**config.mk**
```make
export PLATFORM = sky130hd
export DESIGN_NAME = midpoint_circle_rasterizer_flat
export DESIGN_NICKNAME = d
export VERILOG_FILES = /design/src/rtl/mcr_pkg.sv /design/src/rtl/mcr_if.sv /design/src/rtl/mcr_front.sv /design/src/rtl/mcr_queue.sv /design/src/rtl/mcr_back.sv /design/src/rtl/midpoint_circle_rasterizer.sv /design/src/flat_wrapper.sv
export SDC_FILE = /design/constraint.sdc
export NUM_CORES = 1
export LEC_CHECK = 0
export ABC_AREA = 1
export BUFFER_PORTS_ARGS = -buffer_cell sky130_fd_sc_hd__buf_4
export CAP_MARGIN = 20
export CORE_MARGIN = 10
export CORE_UTILIZATION = 35
export DETAILED_ROUTE_END_ITERATION = 7
export GPL_TIMING_DRIVEN = 0
export SLEW_MARGIN = 10
export SYNTH_ARGS = -nofsm -noshare
export SYNTH_HDL_FRONTEND = slang
export SYNTH_SLANG_ARGS = --single-unit
```
**constraint.sdc**
```tcl
create_clock -name clk_i -period 3.9 [get_ports clk_i]
set_input_delay 0.39 -clock clk_i [delete_from_list [all_inputs] [get_ports clk_i]]
set_output_delay 0.39 -clock clk_i [all_outputs]
set_load 0.01 [all_outputs]
```
**src/rtl/mcr_pkg.sv**
```systemverilog
// Shared constants, codes and types of the midpoint circle rasterizer.
`timescale 1ns / 1ps

package mcr_pkg;

  localparam int unsigned COORD_BITS  = 12;
  localparam int unsigned RADIUS_BITS = 11;
  localparam int unsigned PIX_BITS    = 14;
  localparam int unsigned ERR_BITS    = 14;
  // Width of the intermediate decision arithmetic.
  localparam int unsigned WIDE_BITS   = 16;
  localparam int unsigned QUEUE_DEPTH = 2;
  localparam int unsigned QPTR_BITS   = $clog2(QUEUE_DEPTH);
  localparam int unsigned QCNT_BITS   = $clog2(QUEUE_DEPTH + 1);
  localparam int unsigned PIX_PER_STEP = 8;
  localparam int unsigned PIDX_BITS   = $clog2(PIX_PER_STEP);

  localparam logic CMD_START = 1'b0;
  localparam logic CMD_STEP  = 1'b1;

  // One octant step waiting to be drawn.
  typedef struct packed {
    logic [COORD_BITS-1:0] cx;
    logic [COORD_BITS-1:0] cy;
    logic [COORD_BITS-1:0] ox;
    logic [COORD_BITS-1:0] oy;
    logic                  done;
  } job_t;

endpackage

```
**src/rtl/mcr_if.sv**
```systemverilog
// Request channels of the midpoint circle rasterizer.
`timescale 1ns / 1ps

interface mcr_in_if;
  logic                               valid;
  logic                               ready;
  logic                               cmd;
  logic [mcr_pkg::COORD_BITS-1:0]     center_x;
  logic [mcr_pkg::COORD_BITS-1:0]     center_y;
  logic [mcr_pkg::RADIUS_BITS-1:0]    radius;

  modport source (output valid, cmd, center_x, center_y, radius, input ready);
  modport sink   (input valid, cmd, center_x, center_y, radius, output ready);
endinterface

interface mcr_out_if;
  logic                              valid;
  logic                              ready;
  logic signed [mcr_pkg::PIX_BITS-1:0] pixel_x;
  logic signed [mcr_pkg::PIX_BITS-1:0] pixel_y;
  logic                              last;
  logic                              done_res;

  modport source (output valid, pixel_x, pixel_y, last, done_res, input ready);
  modport sink   (input valid, pixel_x, pixel_y, last, done_res, output ready);
endinterface

```
**src/rtl/mcr_front.sv**
```systemverilog
// Front end: takes requests, holds the walk state and issues one job per step.
`timescale 1ns / 1ps

module mcr_front (
  input  logic          clk_i,
  input  logic          rst_ni,
  mcr_in_if.sink        in_chan,
  input  logic          full_i,
  output logic          push_o,
  output mcr_pkg::job_t job_o
);

  localparam int unsigned CW = mcr_pkg::COORD_BITS;
  localparam int unsigned WW = mcr_pkg::WIDE_BITS;
  localparam int unsigned EW = mcr_pkg::ERR_BITS;

  logic [CW-1:0]          cx_q, cx_d, cy_q, cy_d, ox_q, ox_d, oy_q, oy_d;
  logic signed [EW-1:0]   err_q, err_d;
  logic                   running_q, running_d;
  logic                   accept;
  logic [CW-1:0]          x_inc, y_dec, x_new, y_new;
  logic signed [WW-1:0]   err_w, y_w, e_w, xi_w, yd_w, r_w, err_n;
  logic                   finished;

  assign in_chan.ready = !full_i;
  assign accept        = in_chan.valid && in_chan.ready;

  always_comb begin
    x_inc = ox_q + CW'(1);
    y_dec = oy_q - CW'(1);
    err_w = WW'(err_q);
    y_w   = $signed({{(WW-CW){1'b0}}, oy_q});
    xi_w  = $signed({{(WW-CW){1'b0}}, x_inc});
    yd_w  = $signed({{(WW-CW){1'b0}}, y_dec});
    r_w   = $signed({{(WW-mcr_pkg::RADIUS_BITS){1'b0}}, in_chan.radius});
    e_w   = ((err_w + y_w) <<< 1) - WW'(1);
    // Three-way move: horizontal, vertical or diagonal.
    if (err_w < 0 && e_w <= 0) begin
      x_new = x_inc;
      y_new = oy_q;
      err_n = err_w + (xi_w <<< 1) + WW'(1);
    end else if (err_w > 0 && e_w > 0) begin
      x_new = ox_q;
      y_new = y_dec;
      err_n = err_w - ((yd_w <<< 1) + WW'(1));
    end else begin
      x_new = x_inc;
      y_new = y_dec;
      err_n = err_w + ((xi_w - yd_w) <<< 1);
    end
    finished = (y_new < x_new);

    cx_d      = cx_q;
    cy_d      = cy_q;
    ox_d      = ox_q;
    oy_d      = oy_q;
    err_d     = err_q;
    running_d = running_q;
    push_o    = 1'b0;
    if (accept) begin
      if (in_chan.cmd == mcr_pkg::CMD_START) begin
        if (in_chan.radius == '0) begin
          running_d = 1'b0;
        end else begin
          cx_d      = in_chan.center_x;
          cy_d      = in_chan.center_y;
          ox_d      = '0;
          oy_d      = CW'(in_chan.radius);
          err_d     = EW'(WW'(1) - (r_w <<< 1));
          running_d = 1'b1;
        end
      end else if (running_q) begin
        push_o    = 1'b1;
        ox_d      = x_new;
        oy_d      = y_new;
        err_d     = EW'(err_n);
        running_d = !finished;
      end
    end
  end

  assign job_o = '{cx: cx_q, cy: cy_q, ox: ox_q, oy: oy_q, done: finished};

  always_ff @(posedge clk_i or negedge rst_ni) begin
    if (!rst_ni) begin
      cx_q      <= '0;
      cy_q      <= '0;
      ox_q      <= '0;
      oy_q      <= '0;
      err_q     <= '0;
      running_q <= 1'b0;
    end else begin
      cx_q      <= cx_d;
      cy_q      <= cy_d;
      ox_q      <= ox_d;
      oy_q      <= oy_d;
      err_q     <= err_d;
      running_q <= running_d;
    end
  end

endmodule

```
**src/rtl/mcr_queue.sv**
```systemverilog
// Short job queue between the front end and the pixel emitter.
`timescale 1ns / 1ps

module mcr_queue (
  input  logic          clk_i,
  input  logic          rst_ni,
  input  logic          push_i,
  input  mcr_pkg::job_t job_i,
  output logic          full_o,
  input  logic          pop_i,
  output logic          valid_o,
  output mcr_pkg::job_t job_o
);

  localparam int unsigned PW = mcr_pkg::QPTR_BITS;
  localparam int unsigned NW = mcr_pkg::QCNT_BITS;
  localparam int unsigned DEPTH = mcr_pkg::QUEUE_DEPTH;

  mcr_pkg::job_t     slot_q [DEPTH];
  logic [PW-1:0]     wr_q, wr_d, rd_q, rd_d;
  logic [NW-1:0]     cnt_q, cnt_d;
  logic              do_push, do_pop;

  assign full_o  = (cnt_q == NW'(DEPTH));
  assign valid_o = (cnt_q != '0);
  assign job_o   = slot_q[rd_q];
  assign do_push = push_i && !full_o;
  assign do_pop  = pop_i && valid_o;

  always_comb begin
    wr_d  = wr_q;
    rd_d  = rd_q;
    cnt_d = cnt_q;
    if (do_push) begin
      wr_d = (wr_q == PW'(DEPTH - 1)) ? '0 : wr_q + PW'(1);
    end
    if (do_pop) begin
      rd_d = (rd_q == PW'(DEPTH - 1)) ? '0 : rd_q + PW'(1);
    end
    if (do_push && !do_pop) begin
      cnt_d = cnt_q + NW'(1);
    end else if (do_pop && !do_push) begin
      cnt_d = cnt_q - NW'(1);
    end
  end

  always_ff @(posedge clk_i) begin
    if (do_push) begin
      slot_q[wr_q] <= job_i;
    end
  end

  always_ff @(posedge clk_i or negedge rst_ni) begin
    if (!rst_ni) begin
      wr_q  <= '0;
      rd_q  <= '0;
      cnt_q <= '0;
    end else begin
      wr_q  <= wr_d;
      rd_q  <= rd_d;
      cnt_q <= cnt_d;
    end
  end

endmodule

```
**src/rtl/mcr_back.sv**
```systemverilog
// Back end: walks the eight symmetric pixels of each job into the output register.
`timescale 1ns / 1ps

module mcr_back (
  input  logic          clk_i,
  input  logic          rst_ni,
  input  logic          valid_i,
  input  mcr_pkg::job_t job_i,
  output logic          pop_o,
  mcr_out_if.source     out_chan
);

  localparam int unsigned PW = mcr_pkg::PIX_BITS;
  localparam int unsigned KW = mcr_pkg::PIDX_BITS;

  logic [KW-1:0]        idx_q, idx_d;
  logic                 ovalid_q, ovalid_d;
  logic signed [PW-1:0] px_q, py_q, px_n, py_n;
  logic                 last_q, done_q, last_n;
  logic                 load;
  logic [PW-1:0]        cx_w, cy_w, ax_w, ay_w;

  assign load = valid_i && (!ovalid_q || out_chan.ready);

  // Bit 2 of the index swaps the offsets, bit 1 negates the column offset,
  // bit 0 negates the row offset.
  always_comb begin
    cx_w   = PW'(job_i.cx);
    cy_w   = PW'(job_i.cy);
    ax_w   = idx_q[2] ? PW'(job_i.oy) : PW'(job_i.ox);
    ay_w   = idx_q[2] ? PW'(job_i.ox) : PW'(job_i.oy);
    px_n   = $signed(idx_q[1] ? cx_w - ax_w : cx_w + ax_w);
    py_n   = $signed(idx_q[0] ? cy_w - ay_w : cy_w + ay_w);
    last_n = (idx_q == KW'(mcr_pkg::PIX_PER_STEP - 1));
    pop_o  = load && last_n;
    idx_d  = load ? idx_q + KW'(1) : idx_q;
    if (load) begin
      ovalid_d = 1'b1;
    end else if (out_chan.ready) begin
      ovalid_d = 1'b0;
    end else begin
      ovalid_d = ovalid_q;
    end
  end

  always_ff @(posedge clk_i) begin
    if (load) begin
      px_q   <= px_n;
      py_q   <= py_n;
      last_q <= last_n;
      done_q <= last_n && job_i.done;
    end
  end

  always_ff @(posedge clk_i or negedge rst_ni) begin
    if (!rst_ni) begin
      idx_q    <= '0;
      ovalid_q <= 1'b0;
    end else begin
      idx_q    <= idx_d;
      ovalid_q <= ovalid_d;
    end
  end

  assign out_chan.valid    = ovalid_q;
  assign out_chan.pixel_x  = px_q;
  assign out_chan.pixel_y  = py_q;
  assign out_chan.last     = last_q;
  assign out_chan.done_res = done_q;

endmodule

```
**src/rtl/midpoint_circle_rasterizer.sv**
```systemverilog
// Each step request yields eight pixels, one per cycle unless the receiver
// stalls; the pixel emitter sets that rate. The step's job is queued and its
// pixels are registered out. Start requests and steps while idle are taken
// one per cycle while the queue is not full, and emit nothing. A two-entry
// job queue lets requests be taken while pixels drain. Reset is asynchronous:
// the walk goes idle, the queue empties and no pixel is offered.
`timescale 1ns / 1ps

module midpoint_circle_rasterizer (
  input  logic      clk_i,
  input  logic      rst_ni,
  mcr_in_if.sink    in_chan,
  mcr_out_if.source out_chan
);

  mcr_pkg::job_t push_job, head_job;
  logic          push, full, pop, head_valid;

  mcr_front u_front (
    .clk_i   (clk_i),
    .rst_ni  (rst_ni),
    .in_chan (in_chan),
    .full_i  (full),
    .push_o  (push),
    .job_o   (push_job)
  );

  mcr_queue u_queue (
    .clk_i   (clk_i),
    .rst_ni  (rst_ni),
    .push_i  (push),
    .job_i   (push_job),
    .full_o  (full),
    .pop_i   (pop),
    .valid_o (head_valid),
    .job_o   (head_job)
  );

  mcr_back u_back (
    .clk_i    (clk_i),
    .rst_ni   (rst_ni),
    .valid_i  (head_valid),
    .job_i    (head_job),
    .pop_o    (pop),
    .out_chan (out_chan)
  );

endmodule

```
**src/flat_wrapper.sv**
```systemverilog
// flat-port wrapper written by rule: the top's interface ports become plain ports
module midpoint_circle_rasterizer_flat 
  (clk_i, rst_ni, in_chan_valid, in_chan_cmd, in_chan_center_x, in_chan_center_y, in_chan_radius, in_chan_ready, out_chan_valid, out_chan_pixel_x, out_chan_pixel_y, out_chan_last, out_chan_done_res, out_chan_ready);
  mcr_in_if in_chan_i ();
  mcr_out_if out_chan_i ();
  input  logic clk_i;
  input  logic rst_ni;
  input wire logic [$bits(in_chan_i.valid)-1:0] in_chan_valid;
  input wire logic [$bits(in_chan_i.cmd)-1:0] in_chan_cmd;
  input wire logic [$bits(in_chan_i.center_x)-1:0] in_chan_center_x;
  input wire logic [$bits(in_chan_i.center_y)-1:0] in_chan_center_y;
  input wire logic [$bits(in_chan_i.radius)-1:0] in_chan_radius;
  output wire logic [$bits(in_chan_i.ready)-1:0] in_chan_ready;
  output wire logic [$bits(out_chan_i.valid)-1:0] out_chan_valid;
  output wire logic [$bits(out_chan_i.pixel_x)-1:0] out_chan_pixel_x;
  output wire logic [$bits(out_chan_i.pixel_y)-1:0] out_chan_pixel_y;
  output wire logic [$bits(out_chan_i.last)-1:0] out_chan_last;
  output wire logic [$bits(out_chan_i.done_res)-1:0] out_chan_done_res;
  input wire logic [$bits(out_chan_i.ready)-1:0] out_chan_ready;
  assign in_chan_i.valid = in_chan_valid;
  assign in_chan_i.cmd = in_chan_cmd;
  assign in_chan_i.center_x = in_chan_center_x;
  assign in_chan_i.center_y = in_chan_center_y;
  assign in_chan_i.radius = in_chan_radius;
  assign in_chan_ready = in_chan_i.ready;
  assign out_chan_valid = out_chan_i.valid;
  assign out_chan_pixel_x = out_chan_i.pixel_x;
  assign out_chan_pixel_y = out_chan_i.pixel_y;
  assign out_chan_last = out_chan_i.last;
  assign out_chan_done_res = out_chan_i.done_res;
  assign out_chan_i.ready = out_chan_ready;
  midpoint_circle_rasterizer u_core (.clk_i(clk_i), .rst_ni(rst_ni), .in_chan(in_chan_i), .out_chan(out_chan_i));
endmodule
```
### Word-level counts from Yosys, hierarchy flattened

Memory sizes are Yosys's and may differ from the RTL's.
Index checks and enable logic that the tools add are counted.

* reduce and logical (&&, ||, !) cells: 22
* add/subtract/negate cells: 20
* equality and inequality tests: 4
* muxes and demuxes: 32
* $lt $le $gt $ge: 5
* bitwise logic cells: 2

Operators by type and width (number)
* $mux 12: 11
* $mux 14: 7
* $sub 12x12->13: 3
* $add 14x14->14: 2
* $add 12x12->13: 2
* $gt 16x1->1 const B: 1
* $le 16x1->1 const B: 1
* $sub 16x2->16 const B: 1
* $add 14x13->15: 1
* $add 13x1->14 const B: 1
* $add 14x2->14 const B: 1
* $gt 14x1->1 const B: 1
* $lt 14x1->1 const B: 1
* $sub 14x14->14: 1
* $sub 1x12->13 const A: 1
* $add 12x1->12 const B: 1
* $lt 12x12->1: 1
* $mux 1: 12
* $sub 12x1->12 const B: 1
* $logic_not 11->1: 1
* $logic_and 1x1->1: 10
* $reduce_and 3->1: 2
* $reduce_bool 2->1: 3
* $logic_not 1->1: 5
* 11 further kinds: 14

* logic and storage cells: 101
* RAM bits: 98
* memories: 1
* bits in registers: 101

Memories
* u_core.u_queue.slot_q: words 2, width 49, read ports 1, clocked after Yosys merged registers in 0, wr ports 1, RTL line mcr_queue.sv:19 `mcr_pkg::job_t slot_q [DEPTH];`

### Logic depth before layout (Yosys ltp)

Gate-level depths: netlist of the first run.

* depth after elaboration: 10
* depth in mapped cells: 31
* gate-level depth less buffers: 29

### By module

From an unflattened synthesis of the first run, not the netlist that was laid out.

* cell total of the unflattened synthesis: 1999
* area, all modules: 15051.9 µm²

By module, submodules not included
* mcr_front: instances 1, cells an instance 1011, area an instance 6844.1 µm²
* mcr_back: instances 1, cells an instance 700, area an instance 4355.4 µm²
* mcr_queue: instances 1, cells an instance 288, area an instance 3852.4 µm²

### Worst setup path before layout of the first run

Ideal clock, no wire load.

* path type: register to register
* start point: reg u_core.u_queue.cnt_q[0]
* end point: mem u_core.u_queue.slot_q[0][0] (netlist name), enable pin
* setup slack: -0.128 ns
* library setup time: 0.456 ns
* stages on the path, launching flop included: 8
* data arrival time: 3.572 ns
* cells stage by stage: dfrtp_1 -> inv_1 -> nand2_1 -> nand2_1 -> nor3_1 -> inv_1 -> clkbuf_1 -> nor2_1

* word-level cells in the longest chain between the ends: 7

RTL lines
* start: declaration: RTL line mcr_queue.sv:21 `logic [NW-1:0] cnt_q, cnt_d;`
* start signal: assignment: RTL line mcr_queue.sv:61 `cnt_q <= cnt_d;`
* $eq 2x2->1 *: RTL line mcr_queue.sv:24 `assign full_o = (cnt_q == NW'(DEPTH));`
* $logic_not 1->1 *: RTL line mcr_front.sv:25 `assign in_chan.ready = !full_i;`
* named net in_chan_ready: RTL line flat_wrapper.sv:13 `output wire logic [$bits(in_chan_i.ready)-1:0] in_chan_ready;`
* $logic_and 1x1->1: RTL line mcr_front.sv:26 `assign accept = in_chan.valid && in_chan.ready;`
* $mux 1: RTL line mcr_front.sv:60 `if (accept) begin`
* $logic_and 1x1->1 *: RTL line mcr_queue.sv:27 `assign do_push = push_i && !full_o;`
* named net u_core.u_queue.do_push: RTL line mcr_queue.sv:22 `logic do_push, do_pop;`
* $mux 1 *: RTL line mcr_queue.sv:48 `if (do_push) begin`
* $mux 1 (not written as such) *: RTL line mcr_queue.sv:49 `slot_q[wr_q] <= job_i;`
* end: declaration: RTL line mcr_queue.sv:19

The timed path passes the listed nets; every way through them passes the cells marked *.

### Worst setup path after layout of the first run

* start point: reg u_core.u_front.oy_q[0]
* end point: reg u_core.u_front.err_q[13]

* word-level cells in the longest chain between the ends: 8
* elaborated cells between the ends (all ways): 15
* classes of those cells: add/sub (7); order compare (2); mux (4); reduce/logical (2)

RTL lines
* start: declaration: RTL line mcr_front.sv:17 `logic [CW-1:0] cx_q, cx_d, cy_q, cy_d, ox_q, ox_d, oy_q, oy_d;`
* start signal: assignment: RTL line mcr_front.sv:96 `oy_q <= oy_d;`
* $add 14x13->15: RTL line mcr_front.sv:36 `e_w = ((err_w + y_w) <<< 1) - WW'(1);`
* $sub 16x2->16: RTL line mcr_front.sv:36
* $gt 16x1->1: RTL line mcr_front.sv:42 `end else if (err_w > 0 && e_w > 0) begin`
* $logic_and 1x1->1: RTL line mcr_front.sv:42
* $mux 14: RTL line mcr_front.sv:42
* $mux 14 *: RTL line mcr_front.sv:38 `if (err_w < 0 && e_w <= 0) begin`
* $mux 14 *: RTL line mcr_front.sv:72 `end else if (running_q) begin`
* $mux 14 *: RTL line mcr_front.sv:61 `if (in_chan.cmd == mcr_pkg::CMD_START) begin`
* end signal: assignment: RTL line mcr_front.sv:97 `err_q <= err_d;`
* end: declaration: RTL line mcr_front.sv:18 `logic signed [EW-1:0] err_q, err_d;`

Every way passes the cells marked *; elsewhere a longest branch is shown, timed or not. The select of a mux whose other input is x is not followed.
A chain may end at the register's enable or synchronous reset.

==> results.toml, run 1 <==
[detailed_routing]
drt_pass_1_iters = 6
detailroute.via_count = 11754
vias_per_cell = 5.03
dr.first_iter.drc_count = 797
route.detailed.wl_per_inst_um = 16.6
finalWirelength_um = 38800
drtAntennaViolNets = 0
drc_markers = 0

[floorplanning]
num_rows = 72
floorplan.initialDensity = 0.353
chipHeight_um = 218
floorplan.die_area_um2 = 47300
design.portCount = 72
coreArea_um2 = 38600
die_w_um = 218

[global_routing]
first_pass_grt_wire_length_um = 59500
antenna_found_initial = 0
grt_pass1_vias = 11139
grt_start_max_net_pins = 72
globalRoute.totalOverflow = 0
gr-usage-all-layers = 0.158

[timing]
fin_skew_ns = 0.0174
slew_viol_final = 0
unrepaired_setup_endpoints_after_global_routing = "true"
slew-limit-headroom = 0.251
timing_hold_violations_final = 0
finalSetupViolCount = 0
fin_crit_sh = 0.995
timing_worst_slew_pin_value_ns = 1.11
fmaxAchievable_mhz = 258
timing.final.crit_period_ns = 3.88

[synth]
syn_avg_cell_area_um2 = 8.18
postSynthRegisterBits = 199
syn-instance-count = 1670
post-synth-top-area-fraction = 0.281
ys_top_cells_by_area = "edfxtp_1 (28%), dfrtp_1 (13%), nand2_1 (12%)"
synth_cell_type_count = 47
ffs_w_async_s_r_synth = 0.357
synth_enable_flop_cells = 128
yosysWarningCount = 0
synth_seq_area_share = 0.412
dominantRegCellSynth = "edfxtp_1"
synthesis.area_um2 = 13700
synth.net_count = 1844
post-synth-top-area-cell = "edfxtp_1"

[layout]
num-nets-final = 1981
fin_area_um2 = 16600
final_util = 0.429
antenna_cells_inserted = 0
final_layout_size_suffix_gt1_frac = 0.182
area_growth_syn_to_layout_pct = 21.5
layout.cells.most_common = "nand2_1"
layout.cells.most_common_list = "nand2_1 (414), inv_1 (199), o21ai_0 (135)"
final.fill_count = 3741

[clock_tree]
cts-htree-levels = 4
cts_max_path_buffers = 2
cts_tree = "built"
clkTransAtPathRegs_ns = 0.08
cts_bufs_inserted = 17
worst_skew_pair.late_latency_ns = 0.44
clk_root_buffer_cell = "clkbuf_16"
cts.sinks = 199

[place]
dp_hpwl_um = 29700
placement.cell_area_um2 = 15000
gpl.final_weighted_congestion = 0.925
portBuffers = 71

[critical_path]
worst_ep_arrival_time_ns = 4.20
worstSetupPathType = "register to register"
critical_path.startpoint_type = "register"
timing.critical_path.required_ns = 4.22
critical_path.max_fanout = 5
end_kind = "register"

[flow_run]
max-cap-violations = 0

[run_status]
outcome = "finished clean"

[min_path]
hp-class = "primary input to register"
synth_stat cells, types with 3 or more instances:
cell type and instances:
nand2_2 8, o21ai_0 150, fa_1 9, xnor2_1 13, o21bai_1 14, nor2_2 3, o22ai_1 13, inv_2 6
buf_2 9, a31oi_1 7, nand2_1 426, a21boi_0 3, edfxtp_1 128, buf_4 3, nor4_1 4, nor3_1 18
nand4_1 11, inv_1 214, or2_2 28, dfrtp_1 71, xor2_1 62, and2_1 3, o211ai_1 12, nand3_1 56
o21ai_1 10, nor2_1 88, ha_1 125, o21ai_2 3, a21oi_1 120, clkbuf_1 31
worst max-delay path, cell delays in order, from the launching register on:
cell	delay [ns]
dfrtp_2	0.47
inv_4	0.11
ha_4	0.19
nand2_1	0.08
xor2_1	0.44
ha_4	0.30
a21oi_1	0.16
o221ai_2	0.15
nand2_1	0.09
nand2_1	0.07
a21oi_2	0.16
xor2_1	0.17
inv_1	0.09
ha_4	0.27
a21oi_2	0.14
o21ai_2	0.07
nand2_1	0.07
inv_2	0.05
o21ai_2	0.10
nand2_1	0.07
xnor2_1	0.12
nor2_1	0.10
nor2_1	0.06
o21bai_1	0.15
a21oi_1	0.08
path summary, 6_finish.rpt:
path,from,end,slack (ns),depth (start not counted)
max,u_core.u_front.oy_q[0]$_DFFE_PN0P_,u_core.u_front.err_q[13]$_DFFE_PN0P_,0.02,24
min,in_chan_center_y[7],u_core.u_front.cy_q[7]$_DFFE_PN0P_,0.16,3
max reg2reg,u_core.u_front.oy_q[0]$_DFFE_PN0P_,u_core.u_front.err_q[13]$_DFFE_PN0P_,0.02,24
min reg2reg,u_core.u_front.cy_q[6]$_DFFE_PN0P_,u_core.u_queue.slot_q[1][31]$_DFFE_PP_,0.47,0
max in group asynchronous,rst_ni,u_core.u_front.ox_q[2]$_DFFE_PN0P_,2.78,3
min in group asynchronous,rst_ni,u_core.u_front.cy_q[6]$_DFFE_PN0P_,0.49,2
cell type report:
type,count,area [um2],share of cell area
buffer,44,249,0.0150
sequential,199,5630,0.339
tap,518,648,0.0391
timing repair buffer,120,1010,0.0611
inverter,220,837,0.0504
clock inverter,13,155,0.00935
clock buffer,19,433,0.0261
multi-input combinational,1205,7630,0.460
kinds of logic (layout without fill, tap and decap cells):
logic type	count (synthesis)	after routing	synth area share
compound gates	345	345	0.138
xor+xnor	75	75	0.0481
flops	199	199	0.412
fa+ha+maj	134	134	0.128
mux	2	2	0.00147
buf+inv	266	416	0.0759
simple gates	649	649	0.197
per-layer routing:
layer  wire [um]  vias to the layer above  part of all wire  global-route usage
li1            -                     5815                 -                   -
met4        1390                        0             0.036              0.0639
met5           0                        -                 0                   0
met2       18200                      359              0.47               0.267
met3        2030                       68             0.052              0.0204
met1       17100                     5512              0.44               0.202
through the flow:
step	setup slack [ns]	instances	setup TNS, ns	hold WS [ns]
after global placement	-2.10	2259	-210.59	0.452
after floorplan	-0.128	1670	-12.53	0.0944
after global routing	-0.238	2338	-0.973	0.169
after detailed placement	-0.948	2263	-5.86	0.453
after CTS	-0.0323	2319	-0.0323	0.148
final	0.0193	2338	0	0.160
flip-flops by register name, summed over array words and instances, names as in the netlist, 3 cells and up:
signal,cells
u_core.u_queue.slot_q,98
u_core.u_back.out_chan.pixel_x,14
u_core.u_back.out_chan.pixel_y,14
u_core.u_front.cx_q,12
u_core.u_front.ox_q,12
u_core.u_front.oy_q,12
u_core.u_back.idx_q,3
u_core.u_front.cy_q,12
u_core.u_front.err_q,14
repair_timing:
action	CTS	global route
gates cloned	0	1
setup buffers	25	17
endpoints found under the hold margin	0	37
hold buffers	0	1
pin swaps	17	49
gates resized for setup	79	100
endpoints found under the setup margin	10	18
Power of run 1 is not shown: default switching activity piles up to over one toggle a cycle in this logic, so the estimate is an artifact.
==> run 2: changes to the inputs <==
--- a/config.mk
+++ b/config.mk
@@ -9,9 +9,10 @@
 export BUFFER_PORTS_ARGS = -buffer_cell sky130_fd_sc_hd__buf_4
 export CAP_MARGIN = 20
 export CORE_MARGIN = 10
-export CORE_UTILIZATION = 35
+export CORE_UTILIZATION = 55
 export DETAILED_ROUTE_END_ITERATION = 7
 export GPL_TIMING_DRIVEN = 0
+export PLACE_DENSITY = 0.76
 export SLEW_MARGIN = 10
 export SYNTH_ARGS = -nofsm -noshare
 export SYNTH_HDL_FRONTEND = slang
==> run 2 against run 1 <==
  * The run now ends with setup timing left
  * First-iteration DRC count grew 50%
  * Worst hold slack lost 0.017 ns
  * Die area shrank 33%
  * Worst setup slack lost 0.091 ns
  * Maximum frequency shrank 2.3%
  * Critical path type unchanged
==> results.toml, run 2 (same netlist as run 1, synthesis figures left out) <==
[timing]
timing_worst_slew_pin_value_ns = 1.23
timing.final.crit_period_ns = 3.97
fin_crit_sh = 1.02
slew_viol_final = 0
finalSetupViolCount = 4
fin_skew_ns = 0.0164
slew-limit-headroom = 0.175
timing.setup.tns_ns = -0.189
timing_hold_violations_final = 0
fmaxAchievable_mhz = 252
setup_ws_ns = -0.0717
unrepaired_setup_endpoints_after_global_routing = "true"

[global_routing]
gr-usage-all-layers = 0.250
globalRoute.totalOverflow = 0
grt_start_max_net_pins = 72
grt_pass1_vias = 11579
antenna_found_initial = 0
first_pass_grt_wire_length_um = 61800

[critical_path]
end_kind = "register"
worstSetupPathType = "register to register"
critical_path.max_fanout = 19
worst_ep_arrival_time_ns = 4.16
critical_path.startpoint_type = "register"
timing.critical_path.required_ns = 4.09

[detailed_routing]
route.detailed.wl_per_inst_um = 18.6
finalWirelength_um = 40100
maxUsedRoutingLayer = "met4"
routed-wl-met3_um = 3460
detail_route.wirelength.met1_um = 16900
dr.first_iter.drc_count = 1195
detailroute.via_count = 12196
wl_met2_um = 18400
vias_per_cell = 5.66
drt_pass_1_iters = 6
drc_markers = 0
drtAntennaViolNets = 0

[clock_tree]
cts-htree-levels = 4
cts_bufs_inserted = 17
cts.sinks = 199
clkTransAtPathRegs_ns = 0.09
worst_skew_pair.late_latency_ns = 0.44
cts_max_path_buffers = 2
cts_tree = "built"
clk_root_buffer_cell = "clkbuf_16"

[layout]
largest-register = "u_core.u_queue.slot_q"
layout.cells.most_common_list = "nand2_1 (417), inv_1 (204), edfxtp_1 (128)"
max_ffs_per_register = 98
layout.cells.most_common = "nand2_1"
final_layout_size_suffix_gt1_frac = 0.193
final_util = 0.680
num-nets-final = 1990
area_growth_syn_to_layout_pct = 21.5
antenna_cells_inserted = 0

[floorplanning]
die_w_um = 178
floorplan.initialDensity = 0.560
design.portCount = 72
chipHeight_um = 178
floorplan.die_area_um2 = 31500
num_rows = 57
coreArea_um2 = 24400

[place]
gpl.final_weighted_congestion = 0.966
portBuffers = 71
dp_hpwl_um = 29600
place_worst_setup_slack_ns = -0.881

[run_status]
violations = "setup timing"
outcome = "finished, violations left"

[flow_run]
max-cap-violations = 0

[min_path]
hp-class = "primary input to register"
[run 2: cell type report]
type,count,area (um2)
clock buffer,17,425
fill,1922,7800
buffer,44,254
sequential,199,5630
timing repair buffer,129,1040
multi-input combinational,1205,7740
tap,324,405
inverter,220,841
clock inverter,15,253
[run 2: final timing paths]
kind,end,depth (start not counted),slack (ns),start
max in group asynchronous,u_core.u_front.ox_q[0]$_DFFE_PN0P_,3,2.93,rst_ni
setup reg to reg,u_core.u_queue.slot_q[0][0]$_DFFE_PP_,25,-0.07,u_core.u_front.oy_q[0]$_DFFE_PN0P_
min in group asynchronous,u_core.u_front.cy_q[1]$_DFFE_PN0P_,2,0.35,rst_ni
setup / recovery,u_core.u_queue.slot_q[0][0]$_DFFE_PP_,25,-0.07,u_core.u_front.oy_q[0]$_DFFE_PN0P_
hold / removal,u_core.u_front.cx_q[4]$_DFFE_PN0P_,3,0.14,in_chan_center_x[4]
hold reg to reg,u_core.u_queue.slot_q[0][33]$_DFFE_PP_,0,0.48,u_core.u_front.cy_q[8]$_DFFE_PN0P_
[run 2: worst max-delay path, cell delays in order (launching register included)]
cell and delay (ns):
dfrtp_2 0.46, buf_12 0.14, ha_4 0.13, inv_2 0.04, fa_2 0.53, nand2_2 0.07, nor2_4 0.10, nand3_2 0.07
nor2_1 0.11, nand2_1 0.07, nor2_2 0.08, nand2_1 0.06, nor2_2 0.13, nand2_2 0.13, nand2_4 0.15, buf_6 0.22
nand2_1 0.08, o21ai_1 0.21, ha_2 0.27, a21oi_2 0.05, o21ai_1 0.16, nand4_1 0.11, nand3_1 0.08, inv_1 0.06
nand2_2 0.11, inv_1 0.07
[run 2: stage by stage]
| step | std cells | area (um2) | hold slack, ns |
|---|---|---|---|
| 2_1_floorplan | 1670 | 13700 | 0.0944 |
| 3_3_place_gp | 2065 | 14600 | 0.450 |
| 3_5_place_dp | 2069 | 14700 | 0.453 |
| 4_1_cts | 2129 | 16000 | 0.132 |
| 5_1_grt | 2153 | 16600 | 0.130 |
| 6_report | 2153 | 16600 | 0.143 |
[run 2: what timing repair did]
action,4_1_cts,5_1_grt
gates cloned,0,0
buffers inserted,30,23
resized for setup,90,108
setup endpoints to repair,15,21
pin swaps,27,51
endpoints found under the hold margin,0,10
hold buffers,0,1
[run 2: metal layers]
layer	up-vias	global-route usage
met5	-	0
met4	0	0.0841
met3	89	0.0467
met2	532	0.406
met1	5736	0.328
li1	5839	-
Power of run 2 is left out for the same reason.
==> run 3: changes to the inputs <==
--- a/config.mk
+++ b/config.mk
@@ -13,6 +13,7 @@
 export DETAILED_ROUTE_END_ITERATION = 7
 export GPL_TIMING_DRIVEN = 0
 export PLACE_DENSITY = 0.76
+export SKIP_LAST_GASP = 1
 export SLEW_MARGIN = 10
 export SYNTH_ARGS = -nofsm -noshare
 export SYNTH_HDL_FRONTEND = slang
==> run 3 against run 2 <==
  * The run still ends with setup timing left
  * First-iteration DRC count shrank 3.6%
  * Sequential share of layout area rose by 0.18 points
  * Register-to-register slack better by 0.03 ns
==> results.toml, run 3 (same netlist as run 1, synthesis figures left out) <==
[layout]
num-nets-final = 1986
largest-register = "u_core.u_queue.slot_q"
area_growth_syn_to_layout_pct = 20.9
layout.cells.most_common = "nand2_1"
layout.cells.most_common_list = "nand2_1 (417), inv_1 (205), edfxtp_1 (128)"
antenna_cells_inserted = 0
final_cell_count_no_fill = 2149
multi_input_comb_area_um2 = 7690
max_ffs_per_register = 98
register_area_um2 = 5630
final.fill_count = 1937
final_layout_size_suffix_gt1_frac = 0.190

[clock_tree]
cts.sinks = 199
clk_root_buffer_cell = "clkbuf_16"
clkTransAtPathRegs_ns = 0.09
cts_bufs_inserted = 17
cts-htree-levels = 4
cts_max_path_buffers = 2
worst_skew_pair.late_latency_ns = 0.44
cts_tree = "built"

[critical_path]
timing.critical_path.required_ns = 4.23
critical_path.startpoint_type = "register"
worst_ep_arrival_time_ns = 4.27
worstSetupPathType = "register to register"
end_kind = "register"
critical_path.max_fanout = 5

[detailed_routing]
route.detailed.wl_per_inst_um = 18.5
drtAntennaViolNets = 0
drt_pass_1_iters = 6
dr.first_iter.drc_count = 1152
detailroute.via_count = 12132
vias_per_cell = 5.65
drc_markers = 0
finalWirelength_um = 39700

[global_routing]
use_met3 = 0.0472
globalRoute.totalOverflow = 0
first_pass_grt_wire_length_um = 61700
grt_start_max_net_pins = 72
most_heavily_used_metal_layer_in_global_routing = "met2"
global_route.usage.met1 = 0.326
grt_pass1_vias = 11611
groute.layer.met2.usage = 0.407
antenna_found_initial = 0
gr-usage-all-layers = 0.249

[min_path]
hp-class = "primary input to register"

[place]
dpl.cell_count = 2069
dp_hpwl_um = 29600
gpl.final_weighted_congestion = 0.966
portBuffers = 71

[timing]
setup_ws_ns = -0.0456
timing.final.crit_period_ns = 3.95
slew-limit-headroom = 0.211
fin_crit_sh = 1.01
fmaxAchievable_mhz = 253
timing_worst_slew_pin_value_ns = 1.18
finalSetupViolCount = 2
timing_hold_violations_final = 0
slew_viol_final = 0
fin_skew_ns = 0.0169
unrepaired_setup_endpoints_after_global_routing = "true"

[floorplanning]
floorplan.die_area_um2 = 31500
chipHeight_um = 178
floorplan.initialDensity = 0.560
coreArea_um2 = 24400
design.portCount = 72
num_rows = 57
die_w_um = 178

[run_status]
outcome = "finished, violations left"
violations = "setup timing"

[flow_run]
max-cap-violations = 0
[run 3: per-layer routing]
| metal | vias to the layer above | wire (um) |
|---|---|---|
| li1 | 5816 | - |
| met1 | 5725 | 16700 |
| met2 | 512 | 18500 |
| met3 | 79 | 3430 |
| met4 | 0 | 1080 |
| met5 | - | 0 |
[run 3: repair_timing]
action,in CTS,in global routing
buffers inserted,30,19
hold buffers,0,1
pin swaps,26,38
resized for setup,87,104
setup endpoints to repair,15,21
hold endpoints to repair,0,10
[run 3: worst max-delay path, stage by stage, from the launching register on]
cell and delay, ns:
dfrtp_2 0.48, clkinvlp_4 0.15, ha_4 0.18, nand4_1 0.22, xor2_2 0.36, ha_4 0.28, a21oi_2 0.14, o221ai_2 0.12
nand2_1 0.08, nand2_1 0.07, a21oi_2 0.17, xor2_1 0.16, inv_1 0.09, ha_4 0.25, a21oi_2 0.16, o21ai_2 0.08
nand2_1 0.07, inv_1 0.05, o21ai_2 0.12, nand2_1 0.07, xnor2_1 0.12, nor2_1 0.10, nor2_1 0.05, o21bai_1 0.17
a21oi_1 0.09
[run 3: layout make-up]
type,count,share of cell area
Sequential cell,199,0.341
Multi-Input combinational cell,1205,0.466
Tap cell,324,0.0246
Clock inverter,15,0.0153
Clock buffer,17,0.0258
Timing Repair Buffer,125,0.0611
Inverter,220,0.0509
Buffer,44,0.0152
[run 3: metrics by stage]
| stage | hold slack, ns | TNS, ns | setup WS, ns | area (um2) | utilization |
|---|---|---|---|---|---|
| 2_1_floorplan | 0.0944 | -12.53 | -0.128 | 13700 | - |
| 3_3_place_gp | 0.450 | -206.87 | -2.06 | 14600 | 0.598 |
| 3_5_place_dp | 0.453 | -6.23 | -0.881 | 14700 | 0.602 |
| 4_1_cts | 0.132 | -0.101 | -0.0921 | 16000 | 0.656 |
| 5_1_grt | 0.130 | -1.73 | -0.306 | 16500 | 0.677 |
| 6_report | 0.145 | -0.0705 | -0.0456 | 16500 | 0.677 |
[run 3: worst paths after layout]
check	from	to	slack [ns]	cells after the start
setup / recovery	u_core.u_front.oy_q[0]$_DFFE_PN0P_	u_core.u_front.err_q[13]$_DFFE_PN0P_	-0.05	24
hold / removal	in_chan_center_x[4]	u_core.u_front.cx_q[4]$_DFFE_PN0P_	0.14	3
setup reg to reg	u_core.u_front.oy_q[0]$_DFFE_PN0P_	u_core.u_front.err_q[13]$_DFFE_PN0P_	-0.05	24
hold reg to reg	u_core.u_front.cy_q[2]$_DFFE_PN0P_	u_core.u_queue.slot_q[0][27]$_DFFE_PP_	0.48	0
max in group asynchronous	rst_ni	u_core.u_front.ox_q[0]$_DFFE_PN0P_	2.92	3
min in group asynchronous	rst_ni	u_core.u_front.cy_q[1]$_DFFE_PN0P_	0.34	2
Power of run 3 is left out for the same reason.
